File: src/design/mrf_pkg.sv
`timescale 1ns / 1ps

package mrf_pkg;

	localparam logic [1:0] OP_READ_HOLDING = 2'd0;
	localparam logic [1:0] OP_WRITE_SINGLE = 2'd1;
	localparam logic [1:0] OP_WRITE_MULTI  = 2'd2;
	localparam logic [1:0] OP_VALUE        = 2'd3;

	localparam logic [7:0]  FN_READ_HOLDING = 8'h03;
	localparam logic [7:0]  FN_WRITE_SINGLE = 8'h06;
	localparam logic [7:0]  FN_WRITE_MULTI  = 8'h10;
	localparam logic [15:0] CRC_INIT        = 16'hFFFF;
	localparam logic [15:0] CRC_POLY        = 16'hA001;
	localparam logic [15:0] MAX_MULTI_COUNT = 16'd123;
	localparam int          HDR_BYTES       = 7;

	typedef struct packed {
		logic [1:0]  operation;
		logic [7:0]  slave_address;
		logic [15:0] register_address;
		logic [15:0] quantity_or_value;
		logic [15:0] register_value;
	} req_t;

	typedef struct packed {
		logic [7:0] tx_byte;
		logic       last_byte;
		logic       error;
	} tx_t;

	typedef struct packed {
		logic                      err;
		logic                      crc_init;
		logic                      crc_append;
		logic [2:0]                nbytes;
		logic [HDR_BYTES-1:0][7:0] data;
	} cmd_t;

	function automatic logic [15:0] crc_add_byte(input logic [15:0] crc, input logic [7:0] b);
		logic [15:0] c;
		c = crc ^ {8'h00, b};
		for (int i = 0; i < 8; i++) begin
			if (c[0]) begin
				c = (c >> 1) ^ CRC_POLY;
			end else begin
				c = c >> 1;
			end
		end
		return c;
	endfunction

endpackage

File: src/design/mrf_front.sv
`timescale 1ns / 1ps

module mrf_front (
	input  logic          clk,
	input  logic          arst_n,
	input  logic          accept,
	input  mrf_pkg::req_t req,
	output mrf_pkg::cmd_t cmd
);
	import mrf_pkg::*;

	logic       pending_q;
	logic [6:0] remaining_q;
	logic       bad_count;

	always_comb begin
		bad_count = !(req.quantity_or_value inside {[16'd1:MAX_MULTI_COUNT]});
		cmd = '0;
		case (req.operation)
			OP_VALUE: begin
				if (!pending_q) begin
					cmd.err = 1'b1;
				end else begin
					cmd.nbytes = 3'd2;
					cmd.data[0] = req.register_value[15:8];
					cmd.data[1] = req.register_value[7:0];
					cmd.crc_append = (remaining_q == 7'd1);
				end
			end
			OP_WRITE_MULTI: begin
				if (bad_count) begin
					cmd.err = 1'b1;
				end else begin
					cmd.crc_init = 1'b1;
					cmd.nbytes = 3'd7;
					cmd.data[0] = req.slave_address;
					cmd.data[1] = FN_WRITE_MULTI;
					cmd.data[2] = req.register_address[15:8];
					cmd.data[3] = req.register_address[7:0];
					cmd.data[4] = req.quantity_or_value[15:8];
					cmd.data[5] = req.quantity_or_value[7:0];
					cmd.data[6] = {req.quantity_or_value[6:0], 1'b0};
				end
			end
			default: begin
				cmd.crc_init = 1'b1;
				cmd.crc_append = 1'b1;
				cmd.nbytes = 3'd6;
				cmd.data[0] = req.slave_address;
				cmd.data[1] = (req.operation == OP_READ_HOLDING) ? FN_READ_HOLDING
					: FN_WRITE_SINGLE;
				cmd.data[2] = req.register_address[15:8];
				cmd.data[3] = req.register_address[7:0];
				cmd.data[4] = req.quantity_or_value[15:8];
				cmd.data[5] = req.quantity_or_value[7:0];
			end
		endcase
	end

	always_ff @(posedge clk or negedge arst_n) begin
		if (!arst_n) begin
			pending_q <= 1'b0;
			remaining_q <= '0;
		end else if (accept && !cmd.err) begin
			case (req.operation)
				OP_VALUE: begin
					remaining_q <= remaining_q - 7'd1;
					if (remaining_q == 7'd1) begin
						pending_q <= 1'b0;
					end
				end
				OP_WRITE_MULTI: begin
					pending_q <= 1'b1;
					remaining_q <= req.quantity_or_value[6:0];
				end
				default: begin
					pending_q <= 1'b0;
					remaining_q <= '0;
				end
			endcase
		end
	end

endmodule

File: src/design/mrf_queue.sv
`timescale 1ns / 1ps

module mrf_queue #(
	parameter int DEPTH = 2
) (
	input  logic          clk,
	input  logic          arst_n,
	input  logic          push,
	input  mrf_pkg::cmd_t push_data,
	input  logic          pop,
	output logic          full,
	output logic          empty,
	output mrf_pkg::cmd_t head
);
	import mrf_pkg::*;

	localparam int PW = (DEPTH > 1) ? $clog2(DEPTH) : 1;
	localparam int CW = $clog2(DEPTH + 1);
	localparam logic [PW-1:0] LAST_PTR = PW'(DEPTH - 1);
	localparam logic [CW-1:0] FULL_CNT = CW'(DEPTH);

	cmd_t          mem_q [DEPTH];
	logic [PW-1:0] wr_ptr_q;
	logic [PW-1:0] rd_ptr_q;
	logic [CW-1:0] count_q;
	logic          do_push;
	logic          do_pop;

	assign full    = (count_q == FULL_CNT);
	assign empty   = (count_q == '0);
	assign head    = mem_q[rd_ptr_q];
	assign do_push = push && !full;
	assign do_pop  = pop && !empty;

	always_ff @(posedge clk) begin
		if (do_push) begin
			mem_q[wr_ptr_q] <= push_data;
		end
	end

	always_ff @(posedge clk or negedge arst_n) begin
		if (!arst_n) begin
			wr_ptr_q <= '0;
			rd_ptr_q <= '0;
			count_q <= '0;
		end else begin
			if (do_push) begin
				wr_ptr_q <= (wr_ptr_q == LAST_PTR) ? '0 : wr_ptr_q + PW'(1);
			end
			if (do_pop) begin
				rd_ptr_q <= (rd_ptr_q == LAST_PTR) ? '0 : rd_ptr_q + PW'(1);
			end
			if (do_push && !do_pop) begin
				count_q <= count_q + CW'(1);
			end else if (do_pop && !do_push) begin
				count_q <= count_q - CW'(1);
			end
		end
	end

endmodule

File: src/design/mrf_back.sv
`timescale 1ns / 1ps

module mrf_back (
	input  logic          clk,
	input  logic          arst_n,
	input  logic          cmd_valid,
	input  mrf_pkg::cmd_t cmd,
	output logic          cmd_pop,
	output logic          tx_valid,
	input  logic          tx_stall,
	output mrf_pkg::tx_t  tx
);
	import mrf_pkg::*;

	logic [2:0]  idx_q;
	logic [15:0] crc_q;
	logic        tx_valid_q;
	tx_t         tx_q;
	logic        advance;
	logic [3:0]  total;
	logic        last;
	logic        is_data;
	logic [7:0]  cur_byte;
	logic [15:0] crc_base;

	assign tx_valid = tx_valid_q;
	assign tx       = tx_q;
	assign advance  = cmd_valid && (!tx_valid_q || !tx_stall);
	assign cmd_pop  = advance && last;

	always_comb begin
		if (cmd.err) begin
			total = 4'd1;
		end else begin
			total = {1'b0, cmd.nbytes} + (cmd.crc_append ? 4'd2 : 4'd0);
		end
		last = ({1'b0, idx_q} == total - 4'd1);
		is_data = !cmd.err && (idx_q < cmd.nbytes);
		crc_base = (cmd.crc_init && idx_q == 3'd0) ? CRC_INIT : crc_q;
		if (cmd.err) begin
			cur_byte = 8'h00;
		end else if (is_data) begin
			cur_byte = cmd.data[idx_q];
		end else if (idx_q == cmd.nbytes) begin
			cur_byte = crc_q[7:0];
		end else begin
			cur_byte = crc_q[15:8];
		end
	end

	always_ff @(posedge clk) begin
		if (advance) begin
			tx_q.tx_byte <= cur_byte;
			tx_q.last_byte <= last;
			tx_q.error <= cmd.err;
		end
	end

	always_ff @(posedge clk or negedge arst_n) begin
		if (!arst_n) begin
			idx_q <= '0;
			crc_q <= CRC_INIT;
			tx_valid_q <= 1'b0;
		end else begin
			if (advance) begin
				tx_valid_q <= 1'b1;
				idx_q <= last ? 3'd0 : idx_q + 3'd1;
				if (is_data) begin
					crc_q <= crc_add_byte(crc_base, cur_byte);
				end else if (!cmd.err && idx_q != cmd.nbytes) begin
					crc_q <= CRC_INIT;
				end
			end else if (!tx_stall) begin
				tx_valid_q <= 1'b0;
			end
		end
	end

endmodule

File: src/design/modbus_rtu_request_framer.sv
`timescale 1ns / 1ps
// Channel  Direction  Payload   Handshake
// req      in         req_t     req_valid / req_stall
// tx       out        tx_t      tx_valid  / tx_stall
//
// Each request transaction produces one to eight byte transactions at one per cycle
// while tx_stall is low, so a read or write-single frame is eight byte transactions.
// The request side is stalled only while the command queue is full.
// Reset clears the queue, the pending write-multiple state and sets the CRC to all ones.
// A stalled byte transaction holds its payload and freezes the emitter and its CRC.

module modbus_rtu_request_framer #(
	parameter int QUEUE_DEPTH = 2
) (
	input  logic          clk,
	input  logic          arst_n,
	input  logic          req_valid,
	output logic          req_stall,
	input  mrf_pkg::req_t req,
	output logic          tx_valid,
	input  logic          tx_stall,
	output mrf_pkg::tx_t  tx
);
	import mrf_pkg::*;

	cmd_t front_cmd;
	cmd_t head_cmd;
	logic q_full;
	logic q_empty;
	logic q_pop;
	logic accept;

	assign req_stall = q_full;
	assign accept    = req_valid && !q_full;

	mrf_front u_front (
		.clk    (clk),
		.arst_n (arst_n),
		.accept (accept),
		.req    (req),
		.cmd    (front_cmd)
	);

	mrf_queue #(
		.DEPTH (QUEUE_DEPTH)
	) u_queue (
		.clk       (clk),
		.arst_n    (arst_n),
		.push      (accept),
		.push_data (front_cmd),
		.pop       (q_pop),
		.full      (q_full),
		.empty     (q_empty),
		.head      (head_cmd)
	);

	mrf_back u_back (
		.clk       (clk),
		.arst_n    (arst_n),
		.cmd_valid (!q_empty),
		.cmd       (head_cmd),
		.cmd_pop   (q_pop),
		.tx_valid  (tx_valid),
		.tx_stall  (tx_stall),
		.tx        (tx)
	);

endmodule

File: config.mk
export PLATFORM = sky130hd
export DESIGN_NAME = modbus_rtu_request_framer
export DESIGN_NICKNAME = d
export VERILOG_FILES = /design/src/design/mrf_pkg.sv /design/src/design/mrf_front.sv /design/src/design/mrf_queue.sv /design/src/design/mrf_back.sv /design/src/design/modbus_rtu_request_framer.sv
export SDC_FILE = /design/constraint.sdc
export NUM_CORES = 1
export LEC_CHECK = 0
export BUFFER_PORTS_ARGS = -buffer_cell sky130_fd_sc_hd__buf_2
export CAP_MARGIN = 20
export CORE_ASPECT_RATIO = 1.1
export CORE_MARGIN = 1.5
export CORE_UTILIZATION = 64
export DETAILED_ROUTE_END_ITERATION = 12
export GPL_ROUTABILITY_DRIVEN = 0
export PLACE_DENSITY = 0.88
export SYNTH_ARGS = -nofsm -noshare
export SYNTH_HDL_FRONTEND = slang
export SYNTH_SLANG_ARGS = --single-unit
export TNS_END_PERCENT = 20
File: constraint.sdc
create_clock -name clk -period 5.9 [get_ports clk]
set_input_delay 0.59 -clock clk [delete_from_list [all_inputs] [get_ports clk]]
set_output_delay 0.59 -clock clk [all_outputs]
set_load 0.02 [all_outputs]
==> results of run 1 <==
[cells by family after synthesis]
| kind of cell | count (synthesis) | synth area share, % |
|---|---|---|
| DFF | 162 | 61.3 |
| buffers and inverters | 42 | 2.87 |
| AOI/OAI and AO/OA | 85 | 8.74 |
| adders and majority gates | 11 | 1.78 |
| and+or+nand+nor | 138 | 9.34 |
| muxes | 51 | 11.0 |
| xor gates and xnor gates | 35 | 5.05 |
[Yosys cell counts (all sizes together) (8+ instances only)]
library cell and n:
a21oi 8, a22o 19, and2 33, and3 13, buf 8, clkbuf 17, dfrtp 16, dfstp 16
edfxtp 130, ha 11, inv 17, mux2 10, mux2i 19, mux4 22, nand2 29, nor2 24
nor2b 8, nor3 9, o21ai 17, o22a 16, xnor2 18, xor2 14
[worst min path at each step]
stage / startpoint / cells past startpoint / endpoint / slack [ps]
4_1_cts: arst_n / 1 / u_queue.rd_ptr_q$_DFFE_PN0P_ / 270
3_5_place_dp: u_front.remaining_q[1]$_DFFE_PN0P_ / 2 / u_front.remaining_q[1]$_DFFE_PN0P_ / 490
2_1_floorplan: arst_n / 0 / u_back.idx_q[0]$_DFFE_PN0P_ / 290
6_report: arst_n / 1 / u_queue.rd_ptr_q$_DFFE_PN0P_ / 250
3_3_place_gp: u_back.tx_valid$_DFFE_PN0P_ / 2 / u_back.tx_valid$_DFFE_PN0P_ / 480
5_1_grt: arst_n / 1 / u_queue.rd_ptr_q$_DFFE_PN0P_ / 300
[power by group through the flow]
stage | Clock [mW] | Combinational [mW] | Sequential (mW)
floorplan | 0 | 2.17 | 1.87
global placement | 0 | 2.54 | 1.89
detailed placement | 0 | 2.65 | 1.92
CTS | 1.07 | 2.68 | 1.91
global route | 1.11 | 2.87 | 1.94
finish | 1.06 | 2.70 | 1.91
[per-layer routing]
layer	vias up	share of wire, %	GRT usage (%)
li1	2146	-	-
met1	2413	38	35.3
met2	221	52	47.9
met3	61	5.9	7.23
met4	0	3.5	12.9
met5	-	0	0
[metrics by stage]
| stage | hold WS, ps | area [um2] |
|---|---|---|
| floorplan | 294 | 7710 |
| global placement | 484 | 8170 |
| detailed placement | 494 | 8170 |
| CTS | 270 | 8740 |
| global route | 305 | 8740 |
| finish | 253 | 8740 |
[sequential cells by signal (all words and copies together), names as in the netlist]
| register | count |
|---|---|
| u_front.remaining_q | 7 |
| u_queue.count_q | 2 |
| u_queue.mem_q | 120 |
| u_front.pending_q | 1 |
| u_back.crc_q | 16 |
| u_queue.rd_ptr_q | 1 |
| u_back.tx_valid | 1 |
| u_back.tx | 10 |
| u_back.idx_q | 3 |
| u_queue.wr_ptr_q | 1 |
[critical path, cell delays in order (launching register included)]
cell and delay, ps:
dfrtp_2 640, mux2i_1 320, ha_1 300, nor2b_1 160, o21ai_1 240, nand3_1 290, o32a_1 460, xor2_1 290
xor3_2 430, xor2_2 260, xor3_1 470, o22a_1 190
[final cells by class]
type                            instances  share of cell area, %
Tap cell                              150                   2.15
Sequential cell                       162                   54.1
Clock inverter                         12                   1.50
Timing Repair Buffer                   80                   4.78
Clock buffer                           20                   5.00
Multi-Input combinational cell        320                   31.8
Inverter                               17                  0.730
==> flow_summary_export.csv, run 1 <==
group,metric,value,unit
clocking,holdBufCountCts,0,
hold_path,hold_path.class,"primary input to async pin",
power_and_ir_drop,finalPower,5.67,mW
setup_path,r2r_setup_slack,1780,ps
layout,fin_nets,671,
grt,antenna_found_initial,0,
layout,fin_util,75.4,%
yosys,async_flop_share,19.8,%
timing,fin_ws,1780,ps
floorplan,core-area,11600,um2
floorplan,die_h,118,um
yosys,ys_seq_elements,162,
yosys,synthCells,524,
timing,finClkSkew,7.94,ps
layout,most-common-layout-cells,"edfxtp_1, buf_2, and2_1",
yosys,synth.area.top_cells,"edfxtp_1, dfstp_2, dfrtp_1, mux4_2, mux4_1",
clocking,cts_resized,0,
route,avgRoutedWirePerCell,22.2,um
placed_design,port_buffers,73,
job,maxCapViolCount,0,
power_and_ir_drop,pwr-share-seq,33.7,%
placed_design,dp_hpwl,11.0,mm
setup_path,rr_endpoint,"u_back.crc_q[0]$_DFFE_PN1P_",
timing,fin_crit,4120,ps
setup_path,crit_path_end_kind,"flop",
timing,setup_tns,0,ps
timing,rsz0062_at_grt,"false",
power_and_ir_drop,ir_drop,0.000612,V
clocking,root_buffer,"clkbuf_16",
layout,antenna_cells,0,
timing,hold_viol_final,0,
yosys,yosysTopAreaCellShare,50.6,%
power_and_ir_drop,p_sw,2.07,mW
setup_path,r2r_start,"u_queue.rd_ptr_q$_DFFE_PN0P_",
timing,setup_viol,0,
setup_path,critPathLaunch,"u_queue.rd_ptr_q$_DFFE_PN0P_",
yosys,yosysWarnings,0,
grt,grtUsageTotal,28.7,%
floorplan,die_x,108,um
power_and_ir_drop,p_leak,3.43,nW
grt,first_global_vias,5026,
layout,fillCellCount,692,
setup_path,cp-endpoint,"u_back.crc_q[0]$_DFFE_PN1P_",
layout,final_common_cell,"edfxtp_1",
status,status,"completed",
route,ant_nets,0,
floorplan,die_area,12700,um2
yosys,synth_cell_type_count,63,
setup_path,cp-start-kind,"flop",
timing,tightest_slew,989,ps
timing,max_freq,243,MHz
route,routed_wl,16.9,mm
clocking,cts.clk_slew.worst_paths,60,ps
setup_path,r2r_cells,11,
grt,overflow,0,
yosys,synth_area_leader_cell,"edfxtp_1",
yosys,synthesis.area,7710,um2
clocking,cts_max_level,4,
setup_path,required,6250,ps
yosys,avgSynthCellArea,14.7,um2
clocking,numCtsBuffers,17,
timing,final_max_slew_viol_count,0,
placed_design,pre_cts_slack,1840,ps
timing,maxSlewHeadroom,33.6,%
yosys,ys_seq_area_share,61.3,%
power_and_ir_drop,powerDensity,649,nW/um2
power_and_ir_drop,pwr-share-clk,18.7,%
route,dr_total_vias,4841,
route,drt_pre_antenna_iters,5,
floorplan,io_pins,74,
clocking,postCtsSetupRepairBufs,0,
setup_path,arrival,4470,ps
power_and_ir_drop,intPower,3.59,mW
yosys,synth-edff-count,130,
floorplan,start_util,66.5,%
clocking,clockBufferDepth,2,
layout,regArea,4730,um2
layout,finalNonFillerCells,761,
layout,syn2layout_area_growth,13.3,%
setup_path,path_class,"flop to flop",
clocking,tritoncts,"done",
clocking,cts_sinks,162,
grt,grt_pass1_wl,26.8,mm
placed_design,place_inst,729,
timing,finalCritPeriodShare,69.9,%
yosys,syn-num-nets,597,
yosys,synth-main-ff-cell,"edfxtp_1",
clocking,insertion_delay,420,ps
power_and_ir_drop,p_comb_share,47.6,%
floorplan,rows,41,
layout,final_layout_size_suffix_gt1_share,26.4,%
route,viasPerCell,6.36,
power_and_ir_drop,switching_share,36.6,%
route,route.detailed.drc,0,
route,detail_route.iter0.violations,494,
layout,multi_input_area,2780,um2
setup_path,crit_fanout,14,
grt,grt_max_degree,61,
(Power assumes the default switching activity.)
==> inputs of run 2 (changes only) <==
--- a/config.mk
+++ b/config.mk
@@ -9,10 +9,10 @@
 export CAP_MARGIN = 20
 export CORE_ASPECT_RATIO = 1.1
 export CORE_MARGIN = 1.5
-export CORE_UTILIZATION = 64
+export CORE_UTILIZATION = 54
 export DETAILED_ROUTE_END_ITERATION = 12
 export GPL_ROUTABILITY_DRIVEN = 0
-export PLACE_DENSITY = 0.88
+export PLACE_DENSITY = 0.8
 export SYNTH_ARGS = -nofsm -noshare
 export SYNTH_HDL_FRONTEND = slang
 export SYNTH_SLANG_ARGS = --single-unit
==> constraint.sdc (replaced) <==
create_clock -name clk -period 3.4 [get_ports clk]
set_input_delay 0.34 -clock clk [delete_from_list [all_inputs] [get_ports clk]]
set_output_delay 0.34 -clock clk [all_outputs]
set_load 0.02 [all_outputs]
==> flow_summary_export.csv, run 2 (same netlist as run 1, synthesis figures left out) <==
group,metric,value,unit
status,status,"completed",
clocking,clockBufferDepth,2,
setup_path,r2r_setup_slack,120,ps
route,avgRoutedWirePerCell,20.0,um
timing,final_max_slew_viol_count,0,
setup_path,crit_path_end_kind,"flop",
timing,finalCritPeriodShare,96.6,%
grt,overflow,0,
job,maxCapViolCount,0,
layout,multi_input_area,2850,um2
grt,antenna_found_initial,0,
setup_path,arrival,3640,ps
power_and_ir_drop,intPower,6.36,mW
clocking,insertion_delay,430,ps
layout,fin_nets,681,
floorplan,die_x,117,um
layout,top_register,"u_queue.mem_q",
power_and_ir_drop,ir_drop,0.000723,V
route,dr_total_vias,4730,
grt,grt_max_degree,61,
layout,final_cell_area,8950,um2
floorplan,start_util,55.7,%
power_and_ir_drop,switching_share,36.0,%
timing,holdWs,0.649,ps
setup_path,crit_family,"XOR/XNOR gates",
setup_path,cp.buffers_inverters,0,
power_and_ir_drop,p_comb_share,48.6,%
route,drt_pre_antenna_iters,5,
timing,setup_viol,0,
grt,grt_pass1_wl,25.6,mm
setup_path,crit_cells,11,
timing,max_freq,304,MHz
timing,maxSlewHeadroom,37.1,%
floorplan,core-area,13900,um2
setup_path,required,3750,ps
grt,grtUsageTotal,23.3,%
route,ant_nets,0,
floorplan,die_area,15000,um2
layout,syn2layout_area_growth,16.1,%
clocking,numCtsBuffers,17,
route,viasPerCell,5.85,
floorplan,rows,45,
setup_path,cp_slowest_cell,"dfrtp_2",
power_and_ir_drop,powerDensity,1110,nW/um2
clocking,cts_max_level,4,
route,route.detailed.drc,0,
floorplan,die_h,128,um
timing,finClkSkew,8.32,ps
placed_design,place_area,8370,um2
clocking,cts_sinks,162,
clocking,cts.clk_slew.worst_paths,60,ps
timing,fin_ws,116,ps
timing,tightest_slew,938,ps
layout,final_layout_size_suffix_gt1_share,28.5,%
setup_path,r2r_start,"u_queue.rd_ptr_q$_DFFE_PN0P_",
clocking,tritoncts,"done",
layout,final_common_cell,"edfxtp_1",
clocking,root_buffer,"clkbuf_16",
timing,hold_viol_final,0,
grt,first_global_vias,4863,
setup_path,rr_endpoint,"u_back.crc_q[0]$_DFFE_PN1P_",
setup_path,crit_chain,"mux2i_2 > ha_1 > nor2b_4 > o21ai_4 > nand3_2 > o32ai_4 > xor2_2 > xnor3_1 > xor2_2 > xor3_1 > o22a_1",
route,detail_route.iter0.violations,358,
power_and_ir_drop,pwr-share-clk,18.8,%
setup_path,cp_slowest_stage_delay,450,ps
placed_design,port_buffers,73,
setup_path,path_class,"flop to flop",
placed_design,dp_hpwl,11.1,mm
floorplan,io_pins,74,
power_and_ir_drop,p_sw,3.59,mW
route,routed_wl,16.2,mm
layout,fillCellCount,982,
setup_path,r2r_cells,11,
setup_path,cp-start-kind,"flop",
layout,regArea,4730,um2
layout,largest_reg_flops,120,
setup_path,crit_fanout,5,
placed_design,pre_cts_slack,148,ps
layout,antenna_cells,0,
setup_path,cpMostUsedCell,"xor2_2",
hold_path,hold_path.class,"primary input to async pin",
power_and_ir_drop,p_leak,3.51,nW
layout,most-common-layout-cells,"edfxtp_1, buf_2, and2_1",
timing,fin_crit,3280,ps
power_and_ir_drop,pwr-share-seq,32.6,%
[run 2: cell types whose count changed in the layout (fill, tap and decap cells not counted), sizes merged]
cell	delta
buf	+10
inv	-2
bufinv	+1
clkinvlp	-1
clkinv	+1
[run 2: power by group through the flow]
stage / logic (mW) / clock network [mW] / registers [mW]
6_report: 4.83 / 1.87 / 3.24
4_1_cts: 4.82 / 1.89 / 3.24
2_1_floorplan: 3.80 / 0 / 3.24
3_3_place_gp: 4.63 / 0 / 3.24
3_5_place_dp: 4.79 / 0 / 3.27
5_1_grt: 5.23 / 1.97 / 3.30
[run 2: per-layer routing]
metal	up-vias	part of all wire, %	global-route usage [%]
met5	-	0	0
met4	0	2.9	10.3
met3	37	5.4	5.13
met2	153	51	38.4
met1	2379	40	30.0
li1	2161	-	-
[run 2: layout make-up]
cell class | instances | area share [%]
clock inverter | 11 | 1.55
timing repair buffer | 90 | 5.65
sequential | 162 | 52.8
inverter | 17 | 0.713
clock buffer | 20 | 4.88
multi-input combinational | 320 | 31.8
tap | 188 | 2.63
[run 2: how the worst max path moves through the flow]
stage | slack (ps) | startpoint | endpoint
after floorplan | -120 | u_queue.rd_ptr_q$_DFFE_PN0P_ | u_back.crc_q[0]$_DFFE_PN1P_
after global placement | 230 | u_queue.rd_ptr_q$_DFFE_PN0P_ | u_back.crc_q[0]$_DFFE_PN1P_
after detailed placement | 150 | u_queue.rd_ptr_q$_DFFE_PN0P_ | u_back.crc_q[0]$_DFFE_PN1P_
after CTS | 120 | u_queue.rd_ptr_q$_DFFE_PN0P_ | u_back.crc_q[0]$_DFFE_PN1P_
after global routing | -20 | u_queue.rd_ptr_q$_DFFE_PN0P_ | u_back.crc_q[0]$_DFFE_PN1P_
final | 120 | u_queue.rd_ptr_q$_DFFE_PN0P_ | u_back.crc_q[0]$_DFFE_PN1P_
[run 2: repair_timing]
item                                    CTS  global route
hold buffers                              0             0
endpoints found under the hold margin     0             0
setup buffers                             0             1
endpoints found under the setup margin    0             1
gates resized for setup                   0             1
[run 2: per-stage QoR]
| stage | TNS, ps | utilization, % | power, mW | cells |
|---|---|---|---|---|
| after floorplan | -138 | - | 7.04 | 524 |
| after global placement | 0 | 60.4 | 7.88 | 776 |
| after detailed placement | 0 | 60.4 | 8.06 | 776 |
| after CTS | 0 | 64.6 | 9.95 | 807 |
| after global routing | -15.2 | 64.6 | 10.5 | 808 |
| final | 0 | 64.6 | 9.95 | 808 |
==> inputs of run 3 (changes only) <==
--- a/config.mk
+++ b/config.mk
@@ -7,7 +7,7 @@
 export LEC_CHECK = 0
 export BUFFER_PORTS_ARGS = -buffer_cell sky130_fd_sc_hd__buf_2
 export CAP_MARGIN = 20
-export CORE_ASPECT_RATIO = 1.1
+export CORE_ASPECT_RATIO = 0.9
 export CORE_MARGIN = 1.5
 export CORE_UTILIZATION = 54
 export DETAILED_ROUTE_END_ITERATION = 12
==> flow_summary_export.csv, run 3 (same netlist as run 1, synthesis figures left out) <==
group,metric,value,unit
status,status,"finished with violations",
status,violations,"setup timing",
placed_design,place_inst,787,
setup_path,r2r_cells,11,
setup_path,r2r_setup_slack,-6,ps
setup_path,cpMostUsedCell,"xor2_2",
timing,tightest_slew,808,ps
route,detail_route.iter0.violations,442,
setup_path,cp.buffers_inverters,1,
route,wl_met3,1.01,mm
layout,syn2layout_area_growth,19.4,%
timing,fin_crit,3410,ps
setup_path,critPathLaunch,"u_queue.rd_ptr_q$_DFFE_PN0P_",
grt,grtUsageTotal,24.4,%
power_and_ir_drop,p_leak,3.62,nW
layout,fin_util,65.7,%
clocking,clockBufferDepth,2,
floorplan,rows,41,
placed_design,port_buffers,73,
placed_design,dp_hpwl,11.6,mm
layout,multi_input_area,2900,um2
layout,final_common_cell,"edfxtp_1",
setup_path,cp_slowest_cell,"dfrtp_2",
setup_path,crit_cells,11,
clocking,numCtsBuffers,17,
setup_path,crit_fanout,4,
setup_path,crit_family,"XOR/XNOR gates",
setup_path,r2r_start,"u_queue.rd_ptr_q$_DFFE_PN0P_",
hold_path,hold_start,"tx_stall",
route,drt_pre_antenna_iters,5,
clocking,cts_sinks,162,
grt,grt_pass1_wl,26.4,mm
grt,first_global_vias,4865,
route,route.detailed.drc,0,
placed_design,pre_cts_slack,75.3,ps
grt,grt_max_degree,61,
layout,finalNonFillerCells,838,
floorplan,die_h,116,um
setup_path,cp-start-kind,"flop",
layout,regArea,4730,um2
floorplan,start_util,55.1,%
timing,setup_viol,1,
setup_path,cp-endpoint,"u_back.crc_q[0]$_DFFE_PN1P_",
layout,antenna_cells,0,
setup_path,arrival,3770,ps
timing,hold_viol_final,0,
clocking,root_buffer,"clkbuf_16",
hold_path,hold_path.class,"primary input to flop",
setup_path,cp_slowest_stage_delay,440,ps
timing,holdWs,138,ps
timing,finClkSkew,7.95,ps
route,maxUsedRoutingLayer,"met4",
floorplan,core-area,14000,um2
grt,overflow,0,
setup_path,crit_chain,"buf_4 > mux2i_2 > ha_1 > o21a_1 > o21ai_2 > o32a_1 > xor2_2 > xor3_2 > xor2_2 > xor3_1 > o22a_1",
layout,fin_nets,705,
layout,top_register,"u_queue.mem_q",
clocking,cts.clk_slew.worst_paths,70,ps
timing,finalCritPeriodShare,100,%
route,wl_met1,7.27,mm
layout,fillCellCount,943,
floorplan,die_area,15000,um2
route,avgRoutedWirePerCell,20.9,um
setup_path,required,3770,ps
route,dr_total_vias,4941,
floorplan,io_pins,74,
timing,fin_ws,-5.68,ps
layout,final_layout_size_suffix_gt1_share,32.9,%
power_and_ir_drop,ir_drop,0.000697,V
clocking,insertion_delay,440,ps
timing,setup_tns,-5.68,ps
route,ant_nets,0,
setup_path,path_class,"flop to flop",
route,routed_wl,17.5,mm
power_and_ir_drop,powerDensity,1180,nW/um2
grt,antenna_found_initial,0,
route,viasPerCell,5.90,
job,maxCapViolCount,0,
timing,max_freq,294,MHz
setup_path,rr_endpoint,"u_back.crc_q[0]$_DFFE_PN1P_",
setup_path,crit_path_end_kind,"flop",
clocking,cts_max_level,4,
timing,final_max_slew_viol_count,0,
floorplan,die_x,129,um
clocking,tritoncts,"done",
timing,maxSlewHeadroom,46.0,%
layout,largest_reg_flops,120,
route,dr_wl_met2,8.66,mm
layout,most-common-layout-cells,"edfxtp_1, buf_2, buf_4",
[run 3: cell count changes in the layout (fill, tap and decap cells not counted), sizes merged]
cell         before  now
bufinv            3    1
buf              90  113
clkinv            6    8
dlygate4sd3       0    1
inv              17   21
clkbuf           20   17
[run 3: worst min path at each step]
stage / to / slack, ps / depth (start not counted)
after floorplan: u_back.idx_q[0]$_DFFE_PN0P_ / 40 / 0
after global placement: u_back.idx_q[1]$_DFFE_PN0P_ / 440 / 1
after detailed placement: u_back.idx_q[1]$_DFFE_PN0P_ / 460 / 1
after CTS: u_back.tx_valid$_DFFE_PN0P_ / 120 / 3
after global routing: u_back.tx_valid$_DFFE_PN0P_ / 160 / 3
final: u_back.tx_valid$_DFFE_PN0P_ / 140 / 3
[run 3: timing repair]
| action | CTS | global route |
|---|---|---|
| pin swaps | 0 | 11 |
| endpoints found under the setup margin | 1 | 3 |
| setup buffers | 0 | 18 |
| hold endpoints to repair | 11 | 0 |
| hold buffers | 1 | 0 |
| resized for setup | 1 | 13 |
[run 3: metrics by stage]
stage               total power, mW  area, um2
floorplan                      7.04       7780
global placement               7.98       8430
detailed placement             8.20       8430
CTS                            10.1       9000
global route                   11.3       9210
finish                         10.9       9210
[run 3: cell type report]
cell class,count,share of cell area (%)
Timing Repair Buffer,114,7.75
Inverter,17,0.693
Clock buffer,17,4.62
Clock inverter,15,1.45
Tap cell,193,2.62
Sequential cell,162,51.3
Multi-Input combinational cell,320,31.5
[run 3: routing by layer]
metal  track usage (%)  vias up
met5                 0        -
met4              11.0        0
met3              5.73       39
met2              40.1      211
met1              31.4     2477
li1                  -     2214
[run 3: power breakdown]
part | internal, mW | leakage, nW | switching, mW
clock network | 1.01 | 0.272 | 0.799
logic | 2.84 | 1.75 | 2.96
registers | 2.92 | 1.60 | 0.344
[run 3: worst register-to-register path, stage by stage, from the launching register on]
cell and delay [ps]:
dfrtp_2 440, buf_4 170, mux2i_2 270, ha_1 360
o21a_1 170, o21ai_2 290, o32a_1 270, xor2_2 210
xor3_2 410, xor2_2 260, xor3_1 310, o22a_1 190
